<file path="config.mk">
export PLATFORM = sky130hd
export DESIGN_NAME = ptr_cell
export DESIGN_NICKNAME = d
export VERILOG_FILES = /design/src/hdl/ptr_pkg.sv /design/src/hdl/ptr_cell.sv
export SDC_FILE = /design/constraint.sdc
export NUM_CORES = 1
export LEC_CHECK = 0
export BUFFER_PORTS_ARGS = -buffer_cell sky130_fd_sc_hd__buf_4
export CORE_MARGIN = 2
export CORE_UTILIZATION = 41
export CTS_CLUSTER_SIZE = 28
export DETAILED_ROUTE_END_ITERATION = 8
export GPL_ROUTABILITY_DRIVEN = 0
export PLACE_DENSITY = 0.78
export SETUP_SLACK_MARGIN = 0.3
export SYNTH_ARGS = -nofsm -noshare
export SYNTH_HDL_FRONTEND = slang
export SYNTH_SLANG_ARGS = --single-unit
</file>
<file path="constraint.sdc">
create_clock -name clk -period 1 [get_ports clk]
set_input_delay 0.15 -clock clk [delete_from_list [all_inputs] [get_ports clk]]
set_output_delay 0.15 -clock clk [all_outputs]
set_load 0.05 [all_outputs]
</file>
<file path="src/hdl/ptr_pkg.sv">
// ptr_pkg: shared types and constants for the perceptron trainer
// no dependencies; used by the channel interfaces, the weight cell and the top level
package ptr_pkg;

  // command opcodes
  typedef logic [1:0] opcode_t;
  localparam opcode_t OP_LOAD_WEIGHT = 2'd0;
  localparam opcode_t OP_LOAD_SAMPLE = 2'd1;
  localparam opcode_t OP_TRAIN       = 2'd2;

  // configuration register indexes
  localparam int CFG_IDX_W  = 2;
  localparam int CFG_DATA_W = 16;
  typedef logic [CFG_IDX_W-1:0] cfg_index_t;
  localparam cfg_index_t REG_RATE     = 2'd0;
  localparam cfg_index_t REG_EPOCHS   = 2'd1;
  localparam cfg_index_t REG_FEATURES = 2'd2;

  // configuration reset values
  localparam logic [15:0] RATE_RESET   = 16'd655;
  localparam logic [11:0] EPOCH_RESET  = 12'd1500;
  localparam logic [4:0]  FEAT_RESET   = 5'd16;

  // field widths
  localparam int IDX_W   = 5;
  localparam int FEAT_W  = 16;
  localparam int COUNT_W = 11;

  typedef logic signed [31:0]       weight_t;
  typedef logic signed [FEAT_W-1:0] feature_t;

endpackage

</file>
<file path="src/hdl/ptr_cell.sv">
// ptr_cell: one weight of the rotating weight chain
// depends on ptr_pkg
module ptr_cell (
  input  logic             clk,
  input  logic             rst,
  input  logic             shift,
  input  logic             load,
  input  ptr_pkg::weight_t load_value,
  input  ptr_pkg::weight_t next_in,
  output ptr_pkg::weight_t value
);

  // direct load by index, otherwise take the neighbor's weight on a shift
  always_ff @(posedge clk) begin
    if (rst) begin
      value <= '0;
    end else if (load) begin
      value <= load_value;
    end else if (shift) begin
      value <= next_in;
    end
  end

endmodule

</file>
==> results of run 1 <==
-- repair_timing --
action / in CTS / in global routing
endpoints found under the hold margin: 0 / 0
setup buffers: 0 / 1
setup endpoints to repair: 64 / 64
resized for setup: 65 / 6
pin swaps: 0 / 1
-- cell usage after synthesis, drive strengths merged --
cell	n	area, um2
nor2b	32	200
a211oi	32	240
mux2i	32	320
buf	4	71.3
inv	1	3.75
dfxtp	32	641
clkbuf	9	33.8
-- power breakdown --
| group | leakage, nW | internal [mW] | switching (mW) |
|---|---|---|---|
| Sequential | 0.285 | 1.36 | 0.0882 |
| Clock | 0.0399 | 0.484 | 0.440 |
| Combinational | 0.889 | 0.588 | 0.588 |
| Total | 1.21 | 2.43 | 1.12 |
-- cell type report --
type	instances	share of cell area (%)
Multi-Input combinational cell	96	28.5
Tap cell	48	2.19
Inverter	1	0.137
Clock inverter	1	0.137
Sequential cell	32	27.7
Clock buffer	7	2.78
Timing Repair Buffer	103	38.5
-- metrics by stage --
| stage | TNS (ns) | setup slack [ns] | hold slack [ns] | instances |
|---|---|---|---|---|
| 2_1_floorplan | 0 | 0.228 | 0.213 | 142 |
| 3_3_place_gp | -0.257 | -0.0382 | 0.450 | 279 |
| 3_5_place_dp | -1.30 | -0.0683 | 0.455 | 279 |
| 4_1_cts | 0 | 0.0605 | 0.154 | 287 |
| 5_1_grt | 0 | 0.0392 | 0.157 | 288 |
| 6_report | 0 | 0.0693 | 0.163 | 288 |
-- per-layer routing --
metal / track usage (%) / vias to the layer above
li1: - / 710
met1: 26.1 / 658
met2: 36.7 / 60
met3: 6.94 / 7
met4: 7.18 / 0
met5: 0 / -
-- cells in the final DEF, fill, tap and decap left out --
cell and n:
buf_8 32, a211oi_1 29, mux2i_2 2, clkbuf_8 5
clkbuf_1 2, a211oi_2 3, buf_6 2, clkinv_1 1
nor2b_1 32, buf_12 3, inv_1 1, dfxtp_4 32
buf_4 66, mux2i_1 30
-- final timing paths --
kind / endpoint / depth (start not counted)
worst max-delay path: value[1] / 1
worst min-delay path: value[22]$_SDFFE_PP0P_ / 3
worst max register to register: value[20]$_SDFFE_PP0P_ / 3
worst min register to register: value[3]$_SDFFE_PP0P_ / 2
-- logic make-up (layout without fill, tap and decap cells) --
family                 count (synthesis)  count (layout)
AO/OA/AOI/OAI                         32              32
multiplexers                          32              32
flip-flops                            32              32
AND/OR/NAND/NOR                       32              32
buffers and inverters                 14             112
==> run metrics, run 1 <==
status finished, final reports clean; Clock Pin Slew Worst Setup and Hold Paths 0.07 ns; total power 3.55 mW; slowest cell on the critical path dfxtp_4; M1 WL 1.74 mm; TritonCTS clock tree done; DIE AREA 4180 um2; H-tree Lvls 2; nets 307; Worst VDD drop 0.888 mV; simple-gate share of the synthesized area 13.3%; CP delay by family, top flip-flops; detailed-route vias per instance 4.98; Inserted Diodes 0; vias in the first global route 1475; die width 64.7 um; First DRT Iteration DRCs 23; Most flops, register value; Syn Area/Cell 10.6 um2; register area share after synthesis 42.4%; Syn Nets 210; Worst Path Buf+Inv 1; max-slew violations 0; CTS sink cnt 32; worst-path fanout max 2; DRC viols 0; deepest clock path buffer count 2; R2R setup slack 0.17 ns; Area after DPL 2390 um2; max reg flops 32; ratio of final minimum period to clock period 93.1%; slowest stage delay, CP 0.36 ns; Fmax 1.07 GHz; main combinational cell family by area after synthesis multiplexers; num rows 22; adder-cell share of the synthesized area 0%; final wirelength 4.34 mm; final setup vio count 0; share of cells above drive strength 1 60.4%; I/O Pins 100; GRT Overall Usage 21.7%; first-pass iteration count of the detailed router 4; Worst slew margin 75.7%; Mapped Cells 142; # Max-Cap Violations 0; met2 WL 2.27 mm; vias post-DR 1435; total grt overflow 0; first-pass GRT wire length 6.95 mm; pwr/cell area 1290 nW/um2; Top Registers value x32; Final Critical Period 0.931 ns; core area 3610 um2; worst-margin pin slew 0.365 ns; Antenna Violating Nets Remaining 0; cts bufs inserted 5; Reg area 761 um2; number of synthesis warnings 0; starting density of the core 41.9%; met3 wire len 266 um; Post-Syn Area 1510 um2; largest net degree at the start of global routing 34; Routed WL per cell 15.1 um; Multi-input gate area 783 um2; Setup crit end kind output pin; clk root buf clkbuf_8; Synth Area in XOR/XNOR 0%; final hold violations 0; Final Skew 0 ns; Leakage 1.21 nW; crit-path cells buf_8; Area Growth Syn to Fin 81.9%; worst min path class in2reg; RSZ-0062 raised after global routing yes; Final Util 76.2%; reg2reg start value[20]$_SDFFE_PP0P_; Finished Cell Area 2750 um2; clk_lat worst skew 0.28 ns; # port buffers 99; initial antenna violation count 0; highest routing layer actually used met4; CTS Hold Bufs 0; chip height 64.7 um; #FFs+latches synth 32; Netlist cell types 8; Worst Path Required 0.85 ns; fill count 245; Critical Path Start Type flip-flop; CP startpoint value[1]$_SDFFE_PP0P_; critical path class reg2out; hold_sp load_value[22]; Synth Area in Compound Gates 15.9%; WP data arrival 0.78 ns; hpwl dp 2.85 mm; multiplexer share of the synthesized area 21.2%
No activity file was read; power rests on OpenSTA's default activity.
==> run 2: changes to the inputs <==
Settings changed: CTS_CLUSTER_DIAMETER set to 100, PLACE_DENSITY 0.78 to 0.79.
==> run 2 against run 1 <==
Clock skew stayed put. Core utilization grew 2.3 points. Final cell count up 1.7%. Total power up 1.7%. Register-to-register slack about the same. Combinational power increased by 4%. Design area is 3.1% higher. Non-clock buffer count rose by 5. Sequential power hardly changed. Via count is 4.9% higher. Routed wire length grew 12%. Clock power about the same. Critical path type unchanged.
==> run metrics, run 2 (same netlist as run 1, synthesis figures left out) <==
status finished, final reports clean; Hold Slack 0.168 ns; worst-margin pin slew 0.390 ns; initial antenna violation count 0; slowest stage delay, CP 0.36 ns; Inserted Diodes 0; die width 64.7 um; Reg area 761 um2; crit-path cells buf_8; Critical Path Start Type flip-flop; # port buffers 99; setup slack after layout 0.0697 ns; vias post-DR 1506; largest net degree at the start of global routing 33; slowest cell on the critical path dfxtp_4; pwr/cell area 1270 nW/um2; Non-Filler Instances 293; Worst slew margin 74.0%; Leakage 1.24 nW; Area Growth Syn to Fin 87.4%; num rows 22; max-slew violations 0; setup TNS 0 ns; cts bufs inserted 5; final setup vio count 0; Most flops, register value; First DRT Iteration DRCs 44; total grt overflow 0; worst min path class in2reg; fill count 257; # Max-Cap Violations 0; H-tree Lvls 2; Sw Share 31.8%; most frequent cells in the layout buf_4 (71), nor2b_1 (32), buf_8 (32), dfxtp_4 (32), mux2i_1 (28); DRC viols 0; final hold violations 0; Antenna Violating Nets Remaining 0; vias in the first global route 1555; starting density of the core 41.9%; Fmax 1.07 GHz; Top Registers value x32; chip height 64.7 um; Worst Path Buf+Inv 1; CP delay by family, top flip-flops; Clk pwr share 25.7%; I/O Pins 100; sequential power share 40.3%; Multi-input gate area 830 um2; first-pass iteration count of the detailed router 3; Worst VDD drop 1.22 mV; TritonCTS clock tree done; core area 3610 um2; nets 312; deepest clock path buffer count 2; clk root buf clkbuf_8; Final Util 78.5%; Setup crit end kind output pin; critical path class reg2out; share of cells above drive strength 1 64.5%; Clock Pin Slew Worst Setup and Hold Paths 0.07 ns; max reg flops 32; detailed-route vias per instance 5.14; GRT Overall Usage 22.8%; Comb power frac 34.1%; commonest non-fill, non-tap cell in the layout buf_4; Final Critical Period 0.930 ns; WP data arrival 0.78 ns; CTS sink cnt 32; pre-CTS WS 0.0491 ns; internal power 2.46 mW; DIE AREA 4180 um2; hpwl dp 3.15 mm; first-pass GRT wire length 7.31 mm; Final Skew 0 ns; clk_lat worst skew 0.27 ns; ratio of final minimum period to clock period 93.0%; Placed Cells incl. Taps 282; RSZ-0062 raised after global routing yes; final wirelength 4.87 mm; worst-path fanout max 2; Routed WL per cell 16.6 um; Worst Path Required 0.85 ns; Net Sw Power 1.15 mW
-- run 2: cell count changes in the layout (fill, tap and decap cells not counted), sizes merged --
cell / previous run / this run
buf: 103 / 108
-- run 2: stage by stage --
step	total power [mW]	instance area, um2
global route	3.75	2830
finish	3.61	2830
CTS	3.56	2730
detailed placement	2.47	2410
floorplan	2.06	1640
global placement	2.45	2410
-- run 2: power groups by stage --
stage / clock, mW / sequential [mW] / combinational (mW)
floorplan: 0 / 1.78 / 0.285
global placement: 0 / 1.44 / 1.02
detailed placement: 0 / 1.43 / 1.03
CTS: 0.945 / 1.45 / 1.17
global route: 1.00 / 1.46 / 1.28
finish: 0.926 / 1.45 / 1.23
-- run 2: path summary, 6_finish.rpt --
kind                          start                      to  slack [ns]  depth (start not counted)
max          value[30]$_SDFFE_PP0P_               value[30]        0.07                          1
min                  load_value[10]  value[10]$_SDFFE_PP0P_        0.17                          3
max reg2reg   value[1]$_SDFFE_PP0P_   value[1]$_SDFFE_PP0P_        0.16                          3
min reg2reg  value[31]$_SDFFE_PP0P_  value[31]$_SDFFE_PP0P_        0.58                          2
-- run 2: what timing repair did --
item                                   CTS  global route
setup endpoints to repair               39            63
hold buffers                             0             0
setup buffers                            0             3
cloned                                   0             0
endpoints found under the hold margin    0             0
pin swaps                                0             3
gates resized for setup                 64            16
-- run 2: final cells by class --
class	count	share of cell area, %
timing repair buffer	108	38.7
multi-input combinational	96	29.3
inverter	1	0.133
clock buffer	7	2.70
tap	48	2.12
clock inverter	1	0.133
sequential	32	26.9
-- run 2: layer usage --
layer	vias to the layer above	share of wire, %	global-route usage [%]
met3	7	6.7	7.12
met1	730	37	24.5
li1	714	-	-
met5	-	0	0
met2	55	55	42.7
met4	0	1.3	6.65
